$ cat src/hdl/nprat_pkg.sv
`timescale 1ns / 1ps
// ----------------------------------------------------------------------------
// nprat_pkg
// Shared types and constants of the packet router with address table.
// ----------------------------------------------------------------------------
package nprat_pkg;

    localparam int MAC_W = 48;
    localparam int IP_W  = 32;
    localparam int QID_W = 8;

    localparam logic [MAC_W-1:0] BCAST_MAC = {MAC_W{1'b1}};
    localparam logic [IP_W-1:0]  BCAST_IP  = {IP_W{1'b1}};

    // result kinds
    localparam logic [1:0] KIND_LOCAL   = 2'd0;
    localparam logic [1:0] KIND_LEARNED = 2'd1;
    localparam logic [1:0] KIND_DUP     = 2'd2;
    localparam logic [1:0] KIND_TX      = 2'd3;

    // register indexes (byte address bits [4:3])
    localparam logic [1:0] REG_OWN_IP  = 2'd0;
    localparam logic [1:0] REG_OWN_MAC = 2'd1;
    localparam logic [1:0] REG_ROLE    = 2'd2;

    // search token travelling along the cell chain
    typedef struct packed {
        logic             valid;
        logic             hit;
        logic [IP_W-1:0]  key;
        logic [MAC_W-1:0] mac;
    } token_t;

    // one result beat
    typedef struct packed {
        logic [1:0]       kind;
        logic [MAC_W-1:0] hop_mac;
        logic [IP_W-1:0]  dest_ip;
        logic [IP_W-1:0]  src_ip;
        logic             is_reply;
        logic             is_query;
        logic [QID_W-1:0] query_id;
        logic             counts_as_reply;
        logic             last_of_run;
    } res_t;

endpackage

$ cat src/hdl/nprat_cell.sv
`timescale 1ns / 1ps
// ----------------------------------------------------------------------------
// nprat_cell
// One table entry plus one stage of the search token chain.
// ----------------------------------------------------------------------------
module nprat_cell import nprat_pkg::*;
(
    input  logic             clk,
    input  logic             rst_n,
    input  logic             wr_en,
    input  logic [IP_W-1:0]  wr_ip,
    input  logic [MAC_W-1:0] wr_mac,
    input  logic             entry_on,
    input  token_t           tok_in,
    output token_t           tok_out
);

    logic [IP_W-1:0]  ip_reg;
    logic [MAC_W-1:0] mac_reg;
    logic             tok_valid_reg;
    logic             tok_hit_reg;
    logic [IP_W-1:0]  tok_key_reg;
    logic [MAC_W-1:0] tok_mac_reg;
    logic             match;

    // entry storage
    always_ff @(posedge clk)
    begin
        if (wr_en)
        begin
            ip_reg  <= wr_ip;
            mac_reg <= wr_mac;
        end
    end

    // token stage, control part
    always_ff @(posedge clk or negedge rst_n)
    begin
        if (!rst_n)
        begin
            tok_valid_reg <= 1'b0;
        end
        else
        begin
            tok_valid_reg <= tok_in.valid;
        end
    end

    // token stage, payload part
    always_ff @(posedge clk)
    begin
        tok_hit_reg <= tok_in.hit;
        tok_key_reg <= tok_in.key;
        tok_mac_reg <= tok_in.mac;
    end

    // first match wins: an earlier hit passes through untouched
    assign match = entry_on && !tok_hit_reg && (ip_reg == tok_key_reg);

    always_comb
    begin
        tok_out.valid = tok_valid_reg;
        tok_out.hit   = tok_hit_reg || match;
        tok_out.key   = tok_key_reg;
        tok_out.mac   = match ? mac_reg : tok_mac_reg;
    end

endmodule

$ cat src/hdl/nprat_chain.sv
`timescale 1ns / 1ps
// ----------------------------------------------------------------------------
// nprat_chain
// Row of table cells; the search token moves one cell per cycle.
// ----------------------------------------------------------------------------
module nprat_chain import nprat_pkg::*;
#(
    parameter int TABLE_DEPTH = 16,
    parameter int IDX_W       = (TABLE_DEPTH > 1) ? $clog2(TABLE_DEPTH) : 1,
    parameter int CNT_W       = $clog2(TABLE_DEPTH + 1)
)
(
    input  logic             clk,
    input  logic             rst_n,
    input  logic             wr_en,
    input  logic [IDX_W-1:0] wr_idx,
    input  logic [IP_W-1:0]  wr_ip,
    input  logic [MAC_W-1:0] wr_mac,
    input  logic [CNT_W-1:0] count,
    input  token_t           tok_in,
    output token_t           tok_out
);

    token_t link [TABLE_DEPTH+1];

    assign link[0] = tok_in;
    assign tok_out = link[TABLE_DEPTH];

    // one cell per entry
    for (genvar i = 0; i < TABLE_DEPTH; i++)
    begin : g_cell
        nprat_cell u_cell (
            .clk      (clk),
            .rst_n    (rst_n),
            .wr_en    (wr_en && (wr_idx == IDX_W'(i))),
            .wr_ip    (wr_ip),
            .wr_mac   (wr_mac),
            .entry_on (count > CNT_W'(i)),
            .tok_in   (link[i]),
            .tok_out  (link[i+1])
        );
    end

endmodule

$ cat src/hdl/node_packet_router_arp_table.sv
`timescale 1ns / 1ps
// ----------------------------------------------------------------------------
// node_packet_router_arp_table
// Header router with an append-only IP-to-MAC table (restarted by each new query) and query suppression.
// ----------------------------------------------------------------------------
// One header is taken at a time; in_stall is high from the accept until the
// last result beat of that header has been loaded into the output register.
// Local delivery, learned replies and duplicate queries give one beat; a new
// query gives two beats on consecutive free output cycles (its reply MAC is
// the querier's own, just learned into entry zero). A forwarded packet sends
// a lookup token down the chain of TABLE_DEPTH cells, one cell per cycle, and
// its beat is built when the token leaves the last cell. Filtered packets give
// no beat. Configuration sits on an APB port, 64-bit data, registers at byte
// addresses 0 (own_ip), 8 (own_mac) and 16 (node_role).
// ----------------------------------------------------------------------------
module node_packet_router_arp_table import nprat_pkg::*;
#(
    parameter int TABLE_DEPTH = 16
)
(
    input  logic             clk,
    input  logic             rst_n,
    // apb configuration
    input  logic             psel,
    input  logic             penable,
    input  logic             pwrite,
    input  logic [4:0]       paddr,
    input  logic [63:0]      pwdata,
    output logic [63:0]      prdata,
    output logic             pready,
    // header input
    input  logic             in_valid,
    output logic             in_stall,
    input  logic [MAC_W-1:0] rx_dest_mac,
    input  logic [MAC_W-1:0] rx_src_mac,
    input  logic [IP_W-1:0]  rx_dest_ip,
    input  logic [IP_W-1:0]  rx_src_ip,
    input  logic             rx_is_reply,
    input  logic             rx_is_query,
    input  logic [QID_W-1:0] rx_query_id,
    // result output
    output logic             out_valid,
    input  logic             out_stall,
    output logic [1:0]       result_kind,
    output logic [MAC_W-1:0] tx_dest_mac,
    output logic [IP_W-1:0]  tx_dest_ip,
    output logic [IP_W-1:0]  tx_src_ip,
    output logic             tx_is_reply,
    output logic             tx_is_query,
    output logic [QID_W-1:0] tx_query_id,
    output logic             counts_as_reply,
    output logic             last_of_run
);

    localparam int IDX_W = (TABLE_DEPTH > 1) ? $clog2(TABLE_DEPTH) : 1;
    localparam int CNT_W = $clog2(TABLE_DEPTH + 1);

    typedef enum logic [2:0] {
        ST_IDLE   = 3'b001,
        ST_SEARCH = 3'b010,
        ST_SEND   = 3'b100
    } state_t;

    state_t           state_reg, state_next;
    logic [IP_W-1:0]  own_ip_reg;
    logic [MAC_W-1:0] own_mac_reg;
    logic             role_reg;
    logic [CNT_W-1:0] count_reg, count_next;
    logic [QID_W-1:0] last_query_reg, last_query_next;
    logic             two_reg, two_next;
    res_t             pend_reg, pend_next;
    res_t             out_reg;
    logic             out_valid_reg;

    logic [MAC_W-1:0] item_smac_reg;
    logic [IP_W-1:0]  item_dip_reg;
    logic [IP_W-1:0]  item_sip_reg;
    logic             item_rep_reg;
    logic             item_qry_reg;
    logic [QID_W-1:0] item_qid_reg;

    logic             cfg_wr;
    logic             accept;
    logic             mac_ok;
    logic             ip_own;
    logic             is_bq;
    logic             act_local;
    logic             act_dup;
    logic             act_query;
    logic             act_fwd;
    logic             full;
    logic             learn;
    logic             wr_en;
    logic [IDX_W-1:0] wr_idx;
    logic             out_free;
    token_t           tok_in;
    token_t           tok_out;

    // ------------------------------------------------------------------
    // configuration port
    assign pready = 1'b1;
    assign cfg_wr = psel && penable && pwrite && pready;

    always_ff @(posedge clk or negedge rst_n)
    begin
        if (!rst_n)
        begin
            own_ip_reg  <= '0;
            own_mac_reg <= '0;
            role_reg    <= 1'b0;
        end
        else if (cfg_wr)
        begin
            case (paddr[4:3])
                REG_OWN_IP:  own_ip_reg  <= pwdata[IP_W-1:0];
                REG_OWN_MAC: own_mac_reg <= pwdata[MAC_W-1:0];
                REG_ROLE:    role_reg    <= pwdata[0];
                default:     ;
            endcase
        end
    end

    always_comb
    begin
        case (paddr[4:3])
            REG_OWN_IP:  prdata = {32'd0, own_ip_reg};
            REG_OWN_MAC: prdata = {16'd0, own_mac_reg};
            REG_ROLE:    prdata = {63'd0, role_reg};
            default:     prdata = '0;
        endcase
    end

    // ------------------------------------------------------------------
    // header decision at accept
    assign in_stall = (state_reg != ST_IDLE);
    assign accept   = in_valid && !in_stall;

    assign mac_ok = (rx_dest_mac == own_mac_reg) || (role_reg && (rx_dest_mac == BCAST_MAC));
    assign ip_own = (rx_dest_ip == own_ip_reg);
    assign is_bq  = (rx_dest_ip == BCAST_IP) && rx_is_query;

    assign act_local = mac_ok && ip_own;
    assign act_dup   = mac_ok && !ip_own && role_reg && is_bq && (rx_query_id == last_query_reg);
    assign act_query = mac_ok && !ip_own && role_reg && is_bq && (rx_query_id != last_query_reg);
    assign act_fwd   = mac_ok && !ip_own && role_reg && !is_bq;

    assign full  = (count_reg == CNT_W'(TABLE_DEPTH));
    assign learn = rx_is_reply && (act_local || act_fwd) && !full;

    // table write: a new query restarts the table at entry zero
    assign wr_en  = accept && (act_query || learn);
    assign wr_idx = act_query ? '0 : count_reg[IDX_W-1:0];

    always_comb
    begin
        tok_in.valid = accept && act_fwd;
        tok_in.hit   = 1'b0;
        tok_in.key   = rx_dest_ip;
        tok_in.mac   = rx_dest_mac;
    end

    nprat_chain #(
        .TABLE_DEPTH (TABLE_DEPTH),
        .IDX_W       (IDX_W),
        .CNT_W       (CNT_W)
    ) u_chain (
        .clk     (clk),
        .rst_n   (rst_n),
        .wr_en   (wr_en),
        .wr_idx  (wr_idx),
        .wr_ip   (rx_src_ip),
        .wr_mac  (rx_src_mac),
        .count   (count_reg),
        .tok_in  (tok_in),
        .tok_out (tok_out)
    );

    // ------------------------------------------------------------------
    // sequencer
    assign out_free = !out_valid_reg || !out_stall;

    always_comb
    begin
        state_next      = state_reg;
        count_next      = count_reg;
        last_query_next = last_query_reg;
        two_next        = two_reg;
        pend_next       = pend_reg;
        case (state_reg)
            ST_IDLE:
            begin
                if (accept)
                begin
                    pend_next = '0;
                    two_next  = 1'b0;
                    if (act_query)
                    begin
                        count_next          = CNT_W'(1);
                        last_query_next     = rx_query_id;
                        two_next            = 1'b1;
                        pend_next.kind      = KIND_TX;
                        pend_next.hop_mac   = BCAST_MAC;
                        pend_next.dest_ip   = rx_dest_ip;
                        pend_next.src_ip    = rx_src_ip;
                        pend_next.is_reply  = rx_is_reply;
                        pend_next.is_query  = rx_is_query;
                        pend_next.query_id  = rx_query_id;
                        state_next          = ST_SEND;
                    end
                    else
                    begin
                        if (learn)
                        begin
                            count_next = count_reg + CNT_W'(1);
                        end
                        if (act_local)
                        begin
                            pend_next.kind            = rx_is_reply ? KIND_LEARNED : KIND_LOCAL;
                            pend_next.counts_as_reply = 1'b1;
                            pend_next.last_of_run     = 1'b1;
                            state_next                = ST_SEND;
                        end
                        else if (act_dup)
                        begin
                            pend_next.kind        = KIND_DUP;
                            pend_next.last_of_run = 1'b1;
                            state_next            = ST_SEND;
                        end
                        else if (act_fwd)
                        begin
                            state_next = ST_SEARCH;
                        end
                    end
                end
            end
            ST_SEARCH:
            begin
                if (tok_out.valid)
                begin
                    pend_next.kind        = KIND_TX;
                    pend_next.hop_mac     = tok_out.mac;
                    pend_next.dest_ip     = item_dip_reg;
                    pend_next.src_ip      = item_sip_reg;
                    pend_next.is_reply    = item_rep_reg;
                    pend_next.is_query    = item_qry_reg;
                    pend_next.query_id    = item_qid_reg;
                    pend_next.last_of_run = 1'b1;
                    state_next            = ST_SEND;
                end
            end
            ST_SEND:
            begin
                if (out_free)
                begin
                    if (two_reg)
                    begin
                        // reply to the querier, whose entry sits at index zero
                        two_next                  = 1'b0;
                        pend_next                 = '0;
                        pend_next.kind            = KIND_TX;
                        pend_next.hop_mac         = item_smac_reg;
                        pend_next.dest_ip         = item_sip_reg;
                        pend_next.src_ip          = own_ip_reg;
                        pend_next.is_reply        = 1'b1;
                        pend_next.last_of_run     = 1'b1;
                    end
                    else
                    begin
                        state_next = ST_IDLE;
                    end
                end
            end
            default:
            begin
                state_next = ST_IDLE;
            end
        endcase
    end

    always_ff @(posedge clk or negedge rst_n)
    begin
        if (!rst_n)
        begin
            state_reg      <= ST_IDLE;
            count_reg      <= '0;
            last_query_reg <= '0;
            two_reg        <= 1'b0;
        end
        else
        begin
            state_reg      <= state_next;
            count_reg      <= count_next;
            last_query_reg <= last_query_next;
            two_reg        <= two_next;
        end
    end

    // pending beat and held header fields
    always_ff @(posedge clk)
    begin
        pend_reg <= pend_next;
        if (accept)
        begin
            item_smac_reg <= rx_src_mac;
            item_dip_reg  <= rx_dest_ip;
            item_sip_reg  <= rx_src_ip;
            item_rep_reg  <= rx_is_reply;
            item_qry_reg  <= rx_is_query;
            item_qid_reg  <= rx_query_id;
        end
    end

    // ------------------------------------------------------------------
    // output register
    always_ff @(posedge clk or negedge rst_n)
    begin
        if (!rst_n)
        begin
            out_valid_reg <= 1'b0;
        end
        else if (state_reg == ST_SEND && out_free)
        begin
            out_valid_reg <= 1'b1;
        end
        else if (!out_stall)
        begin
            out_valid_reg <= 1'b0;
        end
    end

    always_ff @(posedge clk)
    begin
        if (state_reg == ST_SEND && out_free)
        begin
            out_reg <= pend_reg;
        end
    end

    assign out_valid       = out_valid_reg;
    assign result_kind     = out_reg.kind;
    assign tx_dest_mac     = out_reg.hop_mac;
    assign tx_dest_ip      = out_reg.dest_ip;
    assign tx_src_ip       = out_reg.src_ip;
    assign tx_is_reply     = out_reg.is_reply;
    assign tx_is_query     = out_reg.is_query;
    assign tx_query_id     = out_reg.query_id;
    assign counts_as_reply = out_reg.counts_as_reply;
    assign last_of_run     = out_reg.last_of_run;

    // ------------------------------------------------------------------
    // checks
    a_count_bound: assert property (@(posedge clk) disable iff (!rst_n)
        count_reg <= CNT_W'(TABLE_DEPTH))
        else $error("table count beyond depth");

    a_token_in_search: assert property (@(posedge clk) disable iff (!rst_n)
        tok_out.valid |-> (state_reg == ST_SEARCH))
        else $error("search token left chain outside search");

    a_query_restart: assert property (@(posedge clk) disable iff (!rst_n)
        (accept && act_query) |=> (count_reg == CNT_W'(1))
            && (last_query_reg == $past(rx_query_id)) && two_reg)
        else $error("new query did not restart table");

    a_second_beat: assert property (@(posedge clk) disable iff (!rst_n)
        (state_reg == ST_SEND && out_free && two_reg) |=>
            (state_reg == ST_SEND) && out_valid_reg && !out_reg.last_of_run)
        else $error("query reflood not followed by reply beat");

endmodule

$ cat config.mk
export PLATFORM = sky130hd
export DESIGN_NAME = node_packet_router_arp_table
export DESIGN_NICKNAME = d
export VERILOG_FILES = /design/src/hdl/nprat_pkg.sv /design/src/hdl/nprat_cell.sv /design/src/hdl/nprat_chain.sv /design/src/hdl/node_packet_router_arp_table.sv
export SDC_FILE = /design/constraint.sdc
export NUM_CORES = 2
export LEC_CHECK = 0
export ABC_AREA = 1
export BUFFER_PORTS_ARGS = -buffer_cell sky130_fd_sc_hd__buf_2
export CAP_MARGIN = 40
export CORE_MARGIN = 2
export CORE_UTILIZATION = 50
export CTS_BUF_LIST = sky130_fd_sc_hd__clkbuf_8
export DETAILED_ROUTE_END_ITERATION = 8
export GPL_TIMING_DRIVEN = 0
export PLACE_DENSITY_LB_ADDON = 0.3
export SKIP_LAST_GASP = 1
export SLEW_MARGIN = 20
export SYNTH_ARGS = -nofsm -noshare
export SYNTH_HDL_FRONTEND = slang
export SYNTH_HIERARCHICAL = 1
export SYNTH_SLANG_ARGS = --single-unit
$ cat constraint.sdc
create_clock -name clk -period 12.19 [get_ports clk]
set_input_delay 2.438 -clock clk [delete_from_list [all_inputs] [get_ports clk]]
set_output_delay 2.438 -clock clk [all_outputs]
set_load 0.03 [all_outputs]
# ---- Yosys cells after proc, flatten, opt, wreduce, memory -nomap -nowiden
# Cells that the tools add are included.
dict set report word_totals {
  ff_bits 3064
  output_inout_bits 193
  elab_cells 364
}
dict set report classes {
  addsub 1
  n_lt_le_gt_ge 16
  eq_ne 51
  n_mux 52
  n_reduce_logical 117
}
# operator count
set ops {}
lappend ops {{48-bit 2-to-1 mux} 16}
lappend ops {{32-bit == test} 17}
lappend ops {{126-bit 2-to-1 mux} 3}
lappend ops {{124-bit case mux with 3 select lines} 1}
lappend ops {{48-bit case mux with 3 select lines} 1}
lappend ops {{124-bit 2-to-1 mux} 1}
lappend ops {{122-bit 2-to-1 mux} 1}
lappend ops {{1-bit logical AND} 64}
lappend ops {{48-bit == test} 1}
lappend ops {{48-bit == test (second input constant)} 1}
lappend ops {{5-bit by 4-bit > comparator with 1-bit output (second input constant)} 8}
lappend ops {{32-bit == test (second input constant)} 1}
lappend ops {{4-bit == test (second input constant)} 8}
lappend ops {{3-bit 2-to-1 mux} 8}
lappend ops {{1-bit zero test} 21}
lappend ops {{5-bit by 3-bit > comparator with 1-bit output (second input constant)} 4}
lappend ops {{1-bit logical OR} 18}
lappend ops {{4-bit by 3-bit == test with 1-bit output (second input constant)} 4}
lappend ops {{5-bit by 1-bit > comparator with 1-bit output (second input constant)} 2}
lappend ops {{5-bit by 2-bit > comparator with 1-bit output (second input constant)} 2}
lappend ops {{1-bit 2-to-1 mux} 10}
lappend ops {{5-bit 2-to-1 mux} 2}
lappend ops {{5-bit AND reduction} 2}
lappend ops {{3-bit case mux with 3 select lines} 1}
lappend ops {{other kinds (26)} 40}

# ---- Depth between registers and ports, before layout
dict set report logic_depth {
  ltp_word 12
  depth_mapped 17
  ltp_nobuf 17
}

# ---- By module
# The synthesis kept the hierarchy.
# module instances cells_per_inst area_each_um2 seq_area_each_um2
set by_module_without_submodules {}
lappend by_module_without_submodules {nprat_cell 16 506 5631.7 4048.9}
lappend by_module_without_submodules {node_packet_router_arp_table 1 1663 19291.0 13709.4}
lappend by_module_without_submodules {nprat_chain 1 59 266.5 0.0}

# ---- Worst setup path after synthesis
# No wires, ideal clock.
dict set report synth_timing {
  kind {input to register}
  start {in in_valid}
  end {reg u_chain.g_cell[8].u_cell.ip_reg[0], enable pin}
  setup_ns 0.617
  t_arrival_ns 14.516
  t_required_ns 11.573
  path_slack_ns -2.943
  cell_stages 6
  n_path_buf 0
  path_cell_list {inv_1 -> nor2_1 -> nand3_2 -> nand2_1 -> inv_2 -> nor3_1}
}
dict set report synth_via {
  elab_chain_cells 3
}
# item line
set synth_rtl {}
lappend synth_rtl {{from (decl)} node_packet_router_arp_table.sv:32} ;# input logic in_valid,
lappend synth_rtl {{1-bit logical AND} node_packet_router_arp_table.sv:136} ;# assign accept = in_valid && !in_stall;
lappend synth_rtl {{named net accept} node_packet_router_arp_table.sv:83} ;# logic accept;
lappend synth_rtl {{1-bit logical AND} node_packet_router_arp_table.sv:151} ;# assign wr_en = accept && (act_query || learn);
lappend synth_rtl {{named net wr_en} node_packet_router_arp_table.sv:93} ;# logic wr_en;
lappend synth_rtl {{1-bit logical AND} nprat_chain.sv:35} ;# .wr_en (wr_en && (wr_idx == IDX_W'(i))),
lappend synth_rtl {{to (signal assigned)} nprat_cell.sv:31} ;# ip_reg <= wr_ip;
lappend synth_rtl {{to (decl)} nprat_cell.sv:18} ;# logic [IP_W-1:0] ip_reg;
# The timed path passes the listed nets, and every way through them passes these cells.
# A chain may end at the register's enable or synchronous reset.

# ---- Worst setup path after layout
dict set report layout_timing {
  start {in paddr[4]}
  end {out prdata[0]}
}
dict set report layout_via {
  elab_chain_cells 2
}
# item line
set layout_rtl {}
lappend layout_rtl {{from (decl)} node_packet_router_arp_table.sv:27} ;# input logic [4:0] paddr,
lappend layout_rtl {{2-bit == test (tied with other cells)} node_packet_router_arp_table.sv:125} ;# case (paddr[4:3])
lappend layout_rtl {{48-bit case mux with 3 select lines *} node_packet_router_arp_table.sv:125}
lappend layout_rtl {{to (decl)} node_packet_router_arp_table.sv:29} ;# output logic [63:0] prdata,
# Every way passes the cells marked *; elsewhere a longest branch is shown, timed or not.

==> results.tsv <==
stage	metric	value	unit
status	status	complete, no violations	
clock_network	cts_setup_buffers	0	
detailed_routing	num_vias	67060	
power_and_ir_drop	comb_power_share	0.037	
detailed_routing	drt_pre_antenna_iters	6	
detailed_routing	first_iter_violations	5012	
critical_path	rr_worst_depth	16	
placed_design	port_buffers	402	
power_and_ir_drop	power.switching	4.52	mW
clock_network	tritoncts	yes	
cells_and_area	multiInputGateArea	25000	um^2
job	max-cap-violations	0	
cells_and_area	regArea	78500	um^2
placed_design	gp_congestion	0.972	
cells_and_area	synthToLayoutAreaGrowth	15.4	%
timing	relSlewSlack	0.439	
power_and_ir_drop	total_power	20.5	mW
die	core_area	218000	um^2
grt	grt_pass1_vias	66871	
power_and_ir_drop	power_density	162	nW/um^2
grt	grt_overflow	0	
grt	grt_antenna_before_repair	45	
critical_path	path_buf_inv	5	
die	initial_core_util	0.504	
grt	grt_start_max_net_pins	76	
synthesis	syn_avg_cell_area	11.2	um^2
power_and_ir_drop	power.leakage	55.4	nW
clock_network	post_cts_hold_buffer_count	0	
timing	setup_slack	4900	ps
power_and_ir_drop	p_int	16.0	mW
timing	finClkSkew	87.0	ps
cells_and_area	num-fill-cells	17647	
clock_network	path_clk_slew	50	ps
clock_network	post_cts_resized	0	
synthesis	syn-cell-area	110000	um^2
cells_and_area	drive_above_1_share	0.164	
die	row_count	171	
detailed_routing	vias_per_cell	4.77	
detailed_routing	ant_nets	0	
clock_network	clock_latency	1100	ps
power_and_ir_drop	seq_power_share	0.558	
hold_path	hold_class	register to register	
timing	rsz0062_at_grt	no	
critical_path	crit_path_cell_trace	buf_2 > nor2_1 > clkbuf_1 > inv_1 > clkbuf_1 > o211ai_1 > buf_2	
die	die-height	472	um
clock_network	clockBufferDepth	4	
detailed_routing	drcViolationCount	0	
grt	grt_pass1_wl	388000	um
die	fp.dieW	472	um
power_and_ir_drop	swShare	0.221	
critical_path	crit_type	input port to output port	
critical_path	critPathCaptureType	output port	
timing	maxSlewViolCount	0	
clock_network	clock_sinks	3065	
timing	finalCritPeriodShare	0.598	
critical_path	cp-start-kind	input port	
grt	grt_use_total	0.230	
clock_network	root_buffer	clkbuf_8	
timing	period_needed	7290	ps
power_and_ir_drop	vdd_drop_max	0.141	mV
critical_path	path_depth	7	
power_and_ir_drop	pwr-share-clk	0.405	
timing	setup-violations-final	0	
cells_and_area	finish.instance_area	126000	um^2
timing	fmax	137	MHz
placed_design	dp_hpwl	197000	um
timing	hold_viol	0	
clock_network	cts_htree_levels	5	
placed_design	place_ws	4920	ps
critical_path	crit_family	buffers and inverters	
die	io_pins	439	
timing	worstMarginPinSlew	839	ps
hold_path	hold_depth	0	
clock_network	cts_buffers	468	
synthesis	synth_cells	9816	
placed_design	placed_area	117000	um^2
synthesis	yosys_warnings	6	
critical_path	required	9750	ps
detailed_routing	routedWlPerCell	18.4	um
critical_path	arrival	4850	ps
die	die_area	223000	um^2
detailed_routing	totalWireLength	258000	um
cells_and_area	nNetsFinal	11037	
critical_path	crit_path_max_incr_delay	700	ps
critical_path	crit_fanout	10	
critical_path	slowest_stage	o211ai_1	
==> layout by cell type, fill, tap and decap left out, types with 7 or more instances in the layout <==
cell and count:
a21oi_1 21, a22o_1 8, buf_12 22, buf_16 12
buf_2 440, buf_4 81, buf_6 71, buf_8 67
bufinv_16 10, clkbuf_1 126, clkbuf_8 583, clkinv_1 38
clkinv_2 71, clkinvlp_4 7, conb_1 18, dfrtp_1 114
dfxtp_1 1296, diode_2 22, edfxtp_1 1654, inv_1 1216
inv_2 22, nand2_1 3384, nand3_1 556, nand3_2 338
nand4_1 34, nor2_1 475, nor2_2 18, nor2_4 27
nor3_2 17, nor3_4 8, o211ai_1 66, o21ai_0 116
o21ai_1 38, or2_2 22, xnor2_1 138, xor2_1 35
==> layout make-up <==
class,instances,share of cell area
timing repair buffer,487,0.0276
tap,2854,0.0282
clock inverter,281,0.0115
inverter,1087,0.0323
antenna,22,0.000435
clock buffer,583,0.0634
multi-input combinational,5345,0.197
buffer,335,0.0188
sequential,3065,0.620
==> per-layer routing <==
metal  share of wire  wire length [um]  GRT usage  up-vias
li1                -                 -          -    33512
met1            0.43            110000      0.292    30863
met2            0.46            118000      0.373     2049
met3           0.065             16700     0.0492      600
met4           0.052             13500      0.117       36
met5         0.00090               233          0        -
==> worst reg2reg max path: stages (launching register included) <==
cell,delay [ps]
dfrtp_1,470
xnor2_1,240
nand2_1,80
nor2_1,90
nand2_1,100
nor2_1,150
nand3_1,340
nand2_2,240
nand3_2,120
inv_2,120
nand3_2,300
nand2_1,380
inv_2,230
nor3_4,690
buf_6,300
buf_8,210
buf_8,210
==> per-stage QoR <==
stage	hold WS, ps	utilization	cells	setup TNS, ps
floorplan	331	-	9832	-96900
global placement	341	0.530	13088	-4922490
detailed placement	338	0.537	13171	0
CTS	338	0.581	14035	0
global route	340	0.581	14045	0
finish	334	0.581	14059	0
==> final timing paths <==
kind | end | slack (ps) | startpoint
max | prdata[0] | 4900 | paddr[4]
min | u_chain/g_cell[4].u_cell/tok_key_reg[5] | 330 | u_chain/g_cell[3].u_cell/tok_key_reg[5]
max reg2reg | u_chain/g_cell[10].u_cell/mac_reg[26] | 7680 | own_mac_reg[3]
min reg2reg | u_chain/g_cell[4].u_cell/tok_key_reg[5] | 330 | u_chain/g_cell[3].u_cell/tok_key_reg[5]
max in group asynchronous | state_reg[0] | 10100 | rst_n
min in group asynchronous | own_mac_reg[35] | 1290 | rst_n
==> power by group through the flow <==
stage	Sequential (mW)	Clock (mW)	Combinational, mW
6_report	11.4	8.28	0.764
5_1_grt	11.5	8.93	0.854
4_1_cts	11.4	8.47	0.765
3_5_place_dp	11.6	0	0.762
3_3_place_gp	11.7	0	0.732
2_1_floorplan	11.6	0	0.417
Power figures use the tool's default switching activity.
